===== src/hdl/bdl_pkg.sv =====
`timescale 1ns / 1ps

package bdl_pkg;

    // input actions
    localparam logic [1:0] ACT_WRITE = 2'd0;
    localparam logic [1:0] ACT_READ  = 2'd1;
    localparam logic [1:0] ACT_DATA  = 2'd2;

    // register map
    localparam logic [2:0] REG_SELECT   = 3'd0;
    localparam logic [2:0] REG_MODE     = 3'd1;
    localparam logic [2:0] REG_PTR_LO   = 3'd2;
    localparam logic [2:0] REG_PTR_HI   = 3'd3;
    localparam logic [2:0] REG_BANK_LO  = 3'd4;
    localparam logic [2:0] REG_BANK_HI  = 3'd5;
    localparam logic [2:0] REG_COUNT_LO = 3'd6;
    localparam logic [2:0] REG_COUNT_HI = 3'd7;

    // result kinds
    localparam logic [1:0] KIND_RDATA = 2'd0;
    localparam logic [1:0] KIND_MRD   = 2'd1;
    localparam logic [1:0] KIND_MWR   = 2'd2;
    localparam logic [1:0] KIND_DONE  = 2'd3;

    // pointer modes and logic functions
    localparam logic [1:0] PMODE_RELOAD = 2'd1;
    localparam logic [1:0] FN_COPY      = 2'd0;
    localparam logic [1:0] FN_XOR       = 2'd1;
    localparam logic [1:0] FN_OR        = 2'd2;
    localparam logic [1:0] FN_AND       = 2'd3;

    localparam logic [15:0] PTR_TOP_BIT = 16'h8000;
    localparam logic [15:0] PTR_MAX     = 16'hFFFF;

    // result queue
    localparam int FIFO_DEPTH = 4;
    localparam int FIFO_AW    = 2;
    localparam int FIFO_CW    = 3;

    typedef enum logic [2:0] {
        PH_IDLE = 3'b001,
        PH_SRC  = 3'b010,
        PH_DST  = 3'b100
    } phase_t;

    typedef struct packed {
        logic [1:0]  kind;
        logic [7:0]  read_byte;
        logic [15:0] mem_bank;
        logic [15:0] mem_addr;
        logic [7:0]  mem_wdata;
        logic        last;
    } res_t;

    typedef struct packed {
        logic [1:0] cnt;
        res_t       r0;
        res_t       r1;
    } push_t;

    function automatic res_t mk_res(input logic [1:0] kind, input logic [7:0] rb,
                                    input logic [15:0] bank, input logic [15:0] addr,
                                    input logic [7:0] wd, input logic last);
        res_t r;
        r.kind      = kind;
        r.read_byte = rb;
        r.mem_bank  = bank;
        r.mem_addr  = addr;
        r.mem_wdata = wd;
        r.last      = last;
        return r;
    endfunction

    function automatic logic [15:0] step_ptr(input logic [15:0] p);
        return (p + 16'd1) | PTR_TOP_BIT;
    endfunction

    function automatic logic [15:0] step_bank(input logic [15:0] b, input logic [15:0] p);
        return (p == PTR_MAX) ? (b + 16'd1) : b;
    endfunction

endpackage


===== src/hdl/byte_dma_with_logic_ops_unit.sv =====
`timescale 1ns / 1ps

// channel | direction | handshake          | payload
// s_      | in        | s_valid / s_ready  | action, reg_index, write_byte, mem_byte
// m_      | out       | m_valid / m_ready  | kind, read_byte, mem_bank, mem_addr,
//         |           |                    | mem_wdata, last
//
// one request is taken per cycle while s_ready is high; it is held in the input
// register, where the engine state and its results are worked out, then its
// results enter a four-entry result queue that drives m_. a memory data return
// in the destination phase gives two results, so under a steady stream of those
// the output port, which passes one result at a time, limits the request rate.
// aresetn is synchronous, active low, and clears all engine registers. s_ready
// drops only while a request is held and the queue lacks room for two results.

module byte_dma_with_logic_ops_unit (
    input  logic        aclk,
    input  logic        aresetn,
    input  logic        s_valid,
    output logic        s_ready,
    input  logic [1:0]  s_action,
    input  logic [2:0]  s_reg_index,
    input  logic [7:0]  s_write_byte,
    input  logic [7:0]  s_mem_byte,
    output logic        m_valid,
    input  logic        m_ready,
    output logic [1:0]  m_kind,
    output logic [7:0]  m_read_byte,
    output logic [15:0] m_mem_bank,
    output logic [15:0] m_mem_addr,
    output logic [7:0]  m_mem_wdata,
    output logic        m_last
);
    import bdl_pkg::*;

    // input register
    logic       in_vld_reg;
    logic [1:0] action_reg;
    logic [2:0] index_reg;
    logic [7:0] wbyte_reg;
    logic [7:0] mbyte_reg;

    logic  room2;
    logic  proc_en;
    push_t push;
    res_t  head;

    // the held request is worked once the queue can take both of its results
    assign proc_en = in_vld_reg && room2;
    assign s_ready = !in_vld_reg || room2;

    always_ff @(posedge aclk) begin
        if (!aresetn) begin
            in_vld_reg <= 1'b0;
        end else if (s_ready) begin
            in_vld_reg <= s_valid;
        end
    end

    // payload register, no reset needed
    always_ff @(posedge aclk) begin
        if (s_valid && s_ready) begin
            action_reg <= s_action;
            index_reg  <= s_reg_index;
            wbyte_reg  <= s_write_byte;
            mbyte_reg  <= s_mem_byte;
        end
    end

    // register file, sequencer and logic function
    bdl_core u_core (
        .aclk       (aclk),
        .aresetn    (aresetn),
        .en         (proc_en),
        .action     (action_reg),
        .reg_index  (index_reg),
        .write_byte (wbyte_reg),
        .mem_byte   (mbyte_reg),
        .push       (push)
    );

    // result queue decouples the two sides
    bdl_out_fifo u_fifo (
        .aclk      (aclk),
        .aresetn   (aresetn),
        .push      (push),
        .room2     (room2),
        .pop       (m_valid && m_ready),
        .out_valid (m_valid),
        .out_item  (head)
    );

    assign m_kind      = head.kind;
    assign m_read_byte = head.read_byte;
    assign m_mem_bank  = head.mem_bank;
    assign m_mem_addr  = head.mem_addr;
    assign m_mem_wdata = head.mem_wdata;
    assign m_last      = head.last;

endmodule


===== src/hdl/bdl_core.sv =====
`timescale 1ns / 1ps

module bdl_core (
    input  logic           aclk,
    input  logic           aresetn,
    input  logic           en,
    input  logic [1:0]     action,
    input  logic [2:0]     reg_index,
    input  logic [7:0]     write_byte,
    input  logic [7:0]     mem_byte,
    output bdl_pkg::push_t push
);
    import bdl_pkg::*;

    logic [7:0]  select_reg, select_next;
    logic [5:0]  mode_reg, mode_next;
    logic [15:0] src_ptr_reg, src_ptr_next;
    logic [15:0] dst_ptr_reg, dst_ptr_next;
    logic [15:0] src_bank_reg, src_bank_next;
    logic [15:0] dst_bank_reg, dst_bank_next;
    logic [15:0] count_reg, count_next;
    logic [16:0] left_reg, left_next;
    phase_t      phase_reg, phase_next;
    logic [15:0] saved_src_reg, saved_src_next;
    logic [15:0] saved_dst_reg, saved_dst_next;
    logic [7:0]  held_reg, held_next;

    logic        dst_sel;
    logic [15:0] sel_ptr, sel_bank;
    logic [7:0]  rd_byte;
    logic [7:0]  func_byte;
    logic [1:0]  smode, dmode, func;

    assign dst_sel  = select_reg[0];
    assign sel_ptr  = dst_sel ? dst_ptr_reg : src_ptr_reg;
    assign sel_bank = dst_sel ? dst_bank_reg : src_bank_reg;
    assign smode    = mode_reg[1:0];
    assign dmode    = mode_reg[3:2];
    assign func     = mode_reg[5:4];

    always_comb begin
        unique case (reg_index)
            REG_SELECT:   rd_byte = select_reg;
            REG_MODE:     rd_byte = {2'b00, mode_reg};
            REG_PTR_LO:   rd_byte = sel_ptr[7:0];
            REG_PTR_HI:   rd_byte = sel_ptr[15:8];
            REG_BANK_LO:  rd_byte = sel_bank[7:0];
            REG_BANK_HI:  rd_byte = sel_bank[15:8];
            REG_COUNT_LO: rd_byte = count_reg[7:0];
            REG_COUNT_HI: rd_byte = count_reg[15:8];
            default:      rd_byte = '0;
        endcase
    end

    always_comb begin
        case (func)
            FN_COPY: func_byte = held_reg;
            FN_XOR:  func_byte = held_reg ^ mem_byte;
            FN_OR:   func_byte = held_reg | mem_byte;
            FN_AND:  func_byte = held_reg & mem_byte;
            default: func_byte = held_reg;
        endcase
    end

    always_comb begin
        select_next    = select_reg;
        mode_next      = mode_reg;
        src_ptr_next   = src_ptr_reg;
        dst_ptr_next   = dst_ptr_reg;
        src_bank_next  = src_bank_reg;
        dst_bank_next  = dst_bank_reg;
        count_next     = count_reg;
        left_next      = left_reg;
        phase_next     = phase_reg;
        saved_src_next = saved_src_reg;
        saved_dst_next = saved_dst_reg;
        held_next      = held_reg;
        push           = '0;
        if (en) begin
            unique case (action)
                ACT_WRITE: begin
                    if (phase_reg == PH_IDLE) begin
                        unique case (reg_index)
                            REG_SELECT: select_next = write_byte;
                            REG_MODE:   mode_next = write_byte[5:0];
                            REG_PTR_LO: begin
                                if (dst_sel) dst_ptr_next = {dst_ptr_reg[15:8], write_byte};
                                else src_ptr_next = {src_ptr_reg[15:8], write_byte};
                            end
                            REG_PTR_HI: begin
                                // top bit of the pointer always set on a write
                                if (dst_sel) begin
                                    dst_ptr_next = {1'b1, write_byte[6:0], dst_ptr_reg[7:0]};
                                end else begin
                                    src_ptr_next = {1'b1, write_byte[6:0], src_ptr_reg[7:0]};
                                end
                            end
                            REG_BANK_LO: begin
                                if (dst_sel) dst_bank_next = {dst_bank_reg[15:8], write_byte};
                                else src_bank_next = {src_bank_reg[15:8], write_byte};
                            end
                            REG_BANK_HI: begin
                                if (dst_sel) dst_bank_next = {write_byte, dst_bank_reg[7:0]};
                                else src_bank_next = {write_byte, src_bank_reg[7:0]};
                            end
                            REG_COUNT_LO: count_next = {count_reg[15:8], write_byte};
                            REG_COUNT_HI: begin
                                count_next     = {write_byte, count_reg[7:0]};
                                left_next      = {1'b0, count_next} + 17'd1;
                                saved_src_next = src_ptr_reg;
                                saved_dst_next = dst_ptr_reg;
                                phase_next     = PH_SRC;
                                push.cnt       = 2'd1;
                                push.r0        = mk_res(KIND_MRD, 8'd0, src_bank_reg,
                                                        src_ptr_reg, 8'd0, 1'b1);
                            end
                            default: ;
                        endcase
                    end
                end
                ACT_READ: begin
                    if (phase_reg == PH_IDLE) begin
                        push.cnt = 2'd1;
                        push.r0  = mk_res(KIND_RDATA, rd_byte, 16'd0, 16'd0, 8'd0, 1'b1);
                    end
                end
                ACT_DATA: begin
                    if (phase_reg == PH_SRC) begin
                        held_next  = mem_byte;
                        phase_next = PH_DST;
                        push.cnt   = 2'd1;
                        push.r0    = mk_res(KIND_MRD, 8'd0, dst_bank_reg, dst_ptr_reg,
                                            8'd0, 1'b1);
                    end else if (phase_reg == PH_DST) begin
                        push.cnt = 2'd2;
                        push.r0  = mk_res(KIND_MWR, 8'd0, dst_bank_reg, dst_ptr_reg,
                                          func_byte, 1'b0);
                        if (!smode[1]) begin
                            src_bank_next = step_bank(src_bank_reg, src_ptr_reg);
                            src_ptr_next  = step_ptr(src_ptr_reg);
                        end
                        if (!dmode[1]) begin
                            dst_bank_next = step_bank(dst_bank_reg, dst_ptr_reg);
                            dst_ptr_next  = step_ptr(dst_ptr_reg);
                        end
                        left_next = left_reg - 17'd1;
                        if (left_next != 17'd0) begin
                            phase_next = PH_SRC;
                            push.r1    = mk_res(KIND_MRD, 8'd0, src_bank_next, src_ptr_next,
                                                8'd0, 1'b1);
                        end else begin
                            if (smode == PMODE_RELOAD) src_ptr_next = saved_src_reg;
                            if (dmode == PMODE_RELOAD) dst_ptr_next = saved_dst_reg;
                            phase_next = PH_IDLE;
                            push.r1    = mk_res(KIND_DONE, 8'd0, 16'd0, 16'd0, 8'd0, 1'b1);
                        end
                    end
                end
                default: ;
            endcase
        end
    end

    always_ff @(posedge aclk) begin
        if (!aresetn) begin
            select_reg    <= '0;
            mode_reg      <= '0;
            src_ptr_reg   <= '0;
            dst_ptr_reg   <= '0;
            src_bank_reg  <= '0;
            dst_bank_reg  <= '0;
            count_reg     <= '0;
            left_reg      <= '0;
            phase_reg     <= PH_IDLE;
            saved_src_reg <= '0;
            saved_dst_reg <= '0;
            held_reg      <= '0;
        end else begin
            select_reg    <= select_next;
            mode_reg      <= mode_next;
            src_ptr_reg   <= src_ptr_next;
            dst_ptr_reg   <= dst_ptr_next;
            src_bank_reg  <= src_bank_next;
            dst_bank_reg  <= dst_bank_next;
            count_reg     <= count_next;
            left_reg      <= left_next;
            phase_reg     <= phase_next;
            saved_src_reg <= saved_src_next;
            saved_dst_reg <= saved_dst_next;
            held_reg      <= held_next;
        end
    end

    // an engine that returns to idle from the destination phase has nothing left to move
    a_idle_left: assert property (@(posedge aclk) disable iff (!aresetn)
        (phase_reg == PH_IDLE && $past(phase_reg) == PH_DST) |-> left_reg == 17'd0)
        else $error("transfer run ended with requests left");

    // a run always starts with a source request
    a_start_src: assert property (@(posedge aclk) disable iff (!aresetn)
        ($past(phase_reg) == PH_IDLE && phase_reg != PH_IDLE) |-> phase_reg == PH_SRC)
        else $error("transfer run started outside the source phase");

    // the write of a transfer is always followed by a second result
    a_pair: assert property (@(posedge aclk) disable iff (!aresetn)
        (push.cnt != 2'd0 && push.r0.kind == KIND_MWR) |-> push.cnt == 2'd2)
        else $error("memory write without a following result");

endmodule


===== src/hdl/bdl_out_fifo.sv =====
`timescale 1ns / 1ps

module bdl_out_fifo (
    input  logic           aclk,
    input  logic           aresetn,
    input  bdl_pkg::push_t push,
    output logic           room2,
    input  logic           pop,
    output logic           out_valid,
    output bdl_pkg::res_t  out_item
);
    import bdl_pkg::*;

    res_t               mem [FIFO_DEPTH];
    logic [FIFO_AW-1:0] wr_ptr_reg, wr_ptr_next;
    logic [FIFO_AW-1:0] rd_ptr_reg, rd_ptr_next;
    logic [FIFO_CW-1:0] count_reg, count_next;
    logic [FIFO_AW-1:0] wr_ptr_p1;

    assign wr_ptr_p1 = wr_ptr_reg + 1'b1;
    assign out_valid = (count_reg != '0);
    assign out_item  = mem[rd_ptr_reg];
    assign room2     = (count_reg <= FIFO_CW'(FIFO_DEPTH - 2));

    always_comb begin
        wr_ptr_next = wr_ptr_reg + FIFO_AW'(push.cnt);
        rd_ptr_next = rd_ptr_reg + FIFO_AW'(pop);
        count_next  = count_reg + FIFO_CW'(push.cnt) - FIFO_CW'(pop);
    end

    always_ff @(posedge aclk) begin
        if (push.cnt != 2'd0) mem[wr_ptr_reg] <= push.r0;
        if (push.cnt == 2'd2) mem[wr_ptr_p1] <= push.r1;
    end

    always_ff @(posedge aclk) begin
        if (!aresetn) begin
            wr_ptr_reg <= '0;
            rd_ptr_reg <= '0;
            count_reg  <= '0;
        end else begin
            wr_ptr_reg <= wr_ptr_next;
            rd_ptr_reg <= rd_ptr_next;
            count_reg  <= count_next;
        end
    end

    a_no_overflow: assert property (@(posedge aclk) disable iff (!aresetn)
        push.cnt != 2'd0 |-> (count_reg + FIFO_CW'(push.cnt)) <= FIFO_CW'(FIFO_DEPTH))
        else $error("result queue overflow");

    a_no_underflow: assert property (@(posedge aclk) disable iff (!aresetn)
        pop |-> count_reg != '0)
        else $error("result queue underflow");

    a_count_track: assert property (@(posedge aclk) disable iff (!aresetn)
        (pop && push.cnt == 2'd0) |=> count_reg == $past(count_reg) - 1'b1)
        else $error("result queue count lost a pop");

endmodule


===== config.mk =====
export PLATFORM = sky130hd
export DESIGN_NAME = byte_dma_with_logic_ops_unit
export DESIGN_NICKNAME = d
export VERILOG_FILES = /design/src/hdl/bdl_pkg.sv /design/src/hdl/byte_dma_with_logic_ops_unit.sv /design/src/hdl/bdl_core.sv /design/src/hdl/bdl_out_fifo.sv
export SDC_FILE = /design/constraint.sdc
export NUM_CORES = 1
export LEC_CHECK = 0
export BUFFER_PORTS_ARGS = -buffer_cell sky130_fd_sc_hd__buf_4
export CAP_MARGIN = 20
export CORE_AREA = 2 2 219 221
export CTS_CLUSTER_DIAMETER = 150
export DETAILED_ROUTE_END_ITERATION = 10
export DIE_AREA = 0 0 221 223
export GPL_ROUTABILITY_DRIVEN = 0
export GPL_TIMING_DRIVEN = 0
export PLACE_DENSITY_LB_ADDON = 0.12
export SETUP_SLACK_MARGIN = 0.02
export SYNTH_ARGS = -nofsm -noshare
export SYNTH_HDL_FRONTEND = slang
export SYNTH_SLANG_ARGS = --single-unit

===== constraint.sdc =====
create_clock -name aclk -period 3.69 [get_ports aclk]
set_clock_uncertainty 0.2 [all_clocks]
set_input_delay 0.369 -clock aclk [delete_from_list [all_inputs] [get_ports aclk]]
set_output_delay 0.369 -clock aclk [all_outputs]
set_load 0.005 [all_outputs]

; Word level (Yosys, flattened, before mapping)
; Memory sizes are Yosys's and may differ from the RTL's. A register that Yosys moved wholly into a read port is not among the register bits.
; Cells that the tools add are included.
; W data, S select, Z words.
[word_totals]
ff_bits = 183
latchBits = 0
ramBits = 204
rom_bits = 0
mem_count = 1
[mem_list]
columns = name, words, word_bits, read_ports, rd_clocked_by_memory_dff, write_ports, line_no
row1 = u_fifo.mem, 4, 51, 1, 1, 2, bdl_out_fifo.sv:14  ; res_t mem [FIFO_DEPTH];
[classes]
n_addsub = 11
n_mul = 0
div_mod_pow = 0
n_lt_le_gt_ge = 1
eq_ne = 37
shift = 0
n_mux = 67
bitwise_logic = 5
n_reduce_logical = 28
[op_table]
columns = cell, n
row1 = $mux W16, 28
row2 = $pmux W16 S2, 9
row3 = $mux W104, 2
row4 = $pmux W53 S3, 1
row5 = $mux W51, 3
row6 = $mux W53, 2
row7 = $mux W52, 2
row8 = $mux W17, 4
row9 = $pmux W8 S8, 1
row10 = $reduce_and A8 Y1, 6
row11 = $pmux W17 S2, 1
row12 = $add A16 B1 Y16 const B, 2
row13 = $eq A16 B16 Y1 const B, 2
row14 = $pmux W8 S4, 1
row15 = $add A15 B1 Y15 const B, 2
row16 = $ne A2 B2 Y1 const B, 12
row17 = $reduce_and A10 Y1, 2
row18 = $add A16 B1 Y17 const B, 1
row19 = $reduce_bool A17 Y1, 1
row20 = $sub A17 B1 Y17 const B, 1
row21 = $mux W8, 2
row22 = $eq A3 B3 Y1 const B, 5
row23 = $reduce_and A5 Y1, 3
row24 = $mux W3, 4
row25 = other kinds (29), 52

; Logic depth before layout (Yosys ltp)
[logic_depth]
word_depth = 11
ltp_mapped = 11
ltp_nobuf = 10

; Modules after synthesis
; Synthesis repeated with hierarchy kept, for this count alone.
[hier_totals]
hier_cells = 2131
area_unflattened_um2 = 22291.4
[modules_own_cells]
columns = module, instances, cells_per_inst, area_each_um2
row1 = bdl_core, 1, 1566, 11255.8
row2 = bdl_out_fifo, 1, 537, 10333.7
row3 = byte_dma_with_logic_ops_unit, 1, 28, 701.9

; Least setup slack after synthesis
; No wires, ideal clock.
[synth_timing]
kind = reg-to-reg
startpoint = register action_reg[0]
endpoint = memory u_fifo.mem[2][0] (netlist name), enable pin
setup_time_ps = 393
arrival_ps = 2919
path_slack_ps = 178
stages_incl_launch_ff = 7
period_less_slack_ps = 3512
cell_sequence = edfxtp_1 > clkbuf_1 > nand3b_1 > o31ai_1 > o21ai_1 > clkbuf_1 > nand2_1
[synth_lines]
columns = item, line_no
row1 = "start, declared", byte_dma_with_logic_ops_unit.sv:38  ; logic [1:0] action_reg;
row2 = "start signal, assigned", byte_dma_with_logic_ops_unit.sv:63  ; action_reg <= s_action;
row3 = "end, declared", bdl_out_fifo.sv:14

; Final worst setup path
[layout_timing]
startpoint = register action_reg[0]
endpoint = register u_core.left_reg[7]
[layout_between]
elab_chain_len = 3
elab_cells_between_ends = 9
classes_between = eq/ne (5) / mux (1) / reduce/logical (3)
[layout_lines]
columns = item, line_no
row1 = $eq A2 B2 Y1 or $logic_not A2 Y1 (tied branches), bdl_core.sv:80  ; unique case (action)
row2 = $ne A2 B2 Y1 (no line) (tied with other cells), --
row3 = $reduce_and A6 Y1 (no line), --
row4 = "end signal, assigned", bdl_core.sv:186  ; left_reg <= left_next;
row5 = "end, declared", bdl_core.sv:22  ; logic [16:0] left_reg, left_next;
; Several ways; a longest one is shown, not always the timed one.
; A chain may end at the register's enable or synchronous reset.

==> summary.txt <==
Status - completed
CTS H-tree lvls - 2
Io pins - 78
Site Rows - 80
Post-Syn Area - 20900 sq um
Fin crit share - 98.0%
Reg clk slew, reported paths - 0.06 ns
Drt total wl - 76900 um
Seq cells post-synth - 387
Sink Count - 387
Die area - 49300 sq um
Crit path cell chain - clkbuf_1, nor2b_1, clkbuf_1, clkbuf_1, buf_1, o21ai_0, a21oi_1
Post-synth top area share - 23.2%
Worst-Margin Slew - 1.05 ns
HP Class - flip-flop to flip-flop
CTS tree - built
Clock Latency Late Sink - 0.61 ns
Worst path max stage delay - 0.58 ns
Gr usage total - 30.5%
Remaining Overflow, GRT - 0
RSZ-0062 raised after global routing - yes
Max Cap Viol - 0
CP max-delay cell - clkbuf_1
Most common cell after layout, fill and taps aside - nand2_1
Final ANT Viol Nets - 0
Vias in the first global route - 18000
Final setup fails - 0
Rel. slew slack - 30.3%
Leading post-synthesis cells by cell area - edfxtp_1, dfxtp_1, mux4_2, nand2_1, a21oi_1
Final net count - 2437
Port bufs - 76
Vias - 19100
Commonest cells after routing, fill and taps aside - nand2_1, dfxtp_1, nor2_1, edfxtp_1, a21oi_1
Area Growth Syn to Fin - 16.4%
Via/cell ratio - 6.30
DRC violations left - 0
Die width - 221 um
Drt initial violations - 2434
Final hold vios - 0
Cells after Synth - 2224
Startpoint types - flip-flop
Synth Net Count - 2278
Hold WS - 0.252 ns
Synth warn - 0
Initial core utilization - 44.3%
Core area - 47100 sq um
Critical Path Sink Type - flip-flop
Pre-antenna DRT Iters - 6
Power density cells - 460 nW/um^2
Fraction of layout cells with a size suffix above 1 - 13.5%
Synth async-reset ratio - 0%
Hpwl dp - 55900 um
Yosys top cell by area - edfxtp_1
Slew Limit Fails - 0
Setup TNS - 0 ns
Arr. time, crit path - 3.94 ns
CTS Buffer Depth - 3
Final core occ - 51.5%
Initial antenna violation count - 0
Peak Freq - 277 MHz
Die Height - 223 um
Crit path kind - flip-flop to flip-flop
CP most frequent cell - clkbuf_1
Sequential area share after synthesis - 44.8%
Post-synthesis cell type count - 80
Largest net degree at the start of global routing - 36
Syn avg cell area - 9.39 sq um
Leak - 8.23 nW
Wire per inst - 25.3 um
Worst vdd ir - 0.427 mV
CP required - 4.02 ns
Total CTS buffers - 45
Layout filler cell count - 4346
Crit path max fanout - 10
CTS Root Cell - clkbuf_16
Max reg flops - 204
ANT cells - 0
Fin crit period - 3.62 ns
First-pass GRT wire length - 114000 um
Most used DFF post-synth - dfxtp_1
Post-synth EDFFs - 161
worst paths after layout:
check | slack (ns) | end | start | depth (start not counted)
max | 0.07 | u_core.left_reg[7] | action_reg[0] | 7
max reg2reg | 0.07 | u_core.left_reg[7] | action_reg[0] | 7
min | 0.25 | u_fifo.mem[2][42] | u_fifo.mem[2][42] | 2
min reg2reg | 0.25 | u_fifo.mem[2][42] | u_fifo.mem[2][42] | 2
what timing repair did:
item	in CTS	in global routing
endpoints found under the setup margin	366	211
hold buffers	22	0
gates resized for setup	30	33
pin swaps	3	1
setup buffers	3	6
hold endpoints to repair	22	0
worst max-delay path, delay by kind of cell, from the launching register on:
kind | cells | cell delay (ns)
AO/OA/AOI/OAI | 2 | 0.39
buffers and inverters | 4 | 1.95
flip-flops | 1 | 0.42
AND/OR/NAND/NOR | 1 | 0.56
metal layers:
metal	track usage [%]	vias up	wire length, um
met5	0.684	-	41
met1	42.0	9358	31800
met4	14.6	2	3790
met2	46.6	1042	34100
met3	5.25	213	7160
li1	-	8512	-
final cells by class:
class | instances | area (sq um) | share of cell area (%)
Buffer | 183 | 757 | 3.11
Clock buffer | 57 | 1180 | 4.86
Clock inverter | 26 | 307 | 1.26
Inverter | 66 | 254 | 1.05
Multi-Input combinational cell | 1588 | 10700 | 44.1
Sequential cell | 387 | 9360 | 38.5
Tap cell | 615 | 769 | 3.17
Timing Repair Buffer | 112 | 956 | 3.93
metrics by stage:
stage	setup WS, ns	total power, mW	cells	instance area [sq um]
after detailed placement	-0.770	6.56	2918	22300
after CTS	0.0504	11.1	3026	24200
after global placement	-1.93	6.54	2915	22200
after floorplan	0.178	5.82	2224	20900
final	0.0734	11.2	3034	24300
after global routing	-0.00512	11.5	3034	24300
Yosys cell counts, drive strengths merged, types with 25 or more instances:
cell type	n
nand4	27
mux2i	42
a31oi	47
nor2b	44
xnor2	36
nor2	170
nand2	318
a22o	36
a21boi	54
ha	28
inv	63
nor3	25
nand3	71
a21oi	154
dfxtp	226
o22ai	104
mux4	60
buf	34
o21ai	95
clkbuf	149
edfxtp	161
where the power goes:
part / switching, mW / internal (mW)
Combinational: 1.14 / 0.807
Sequential: 0.0924 / 4.53
Clock: 1.92 / 2.70
Total: 3.15 / 8.04
cell families (layout without fill, tap and decap cells):
kind of cell / after synthesis / in the layout / share of synthesized area, %
flops: 387 / 387 / 44.8
simple gates: 763 / 763 / 17.1
fa+ha+maj: 29 / 29 / 1.77
buf+inv: 249 / 444 / 4.65
mux: 120 / 120 / 9.62
xor+xnor: 60 / 60 / 2.52
compound gates: 616 / 616 / 19.5
No activity file was read; power rests on OpenSTA's default activity.
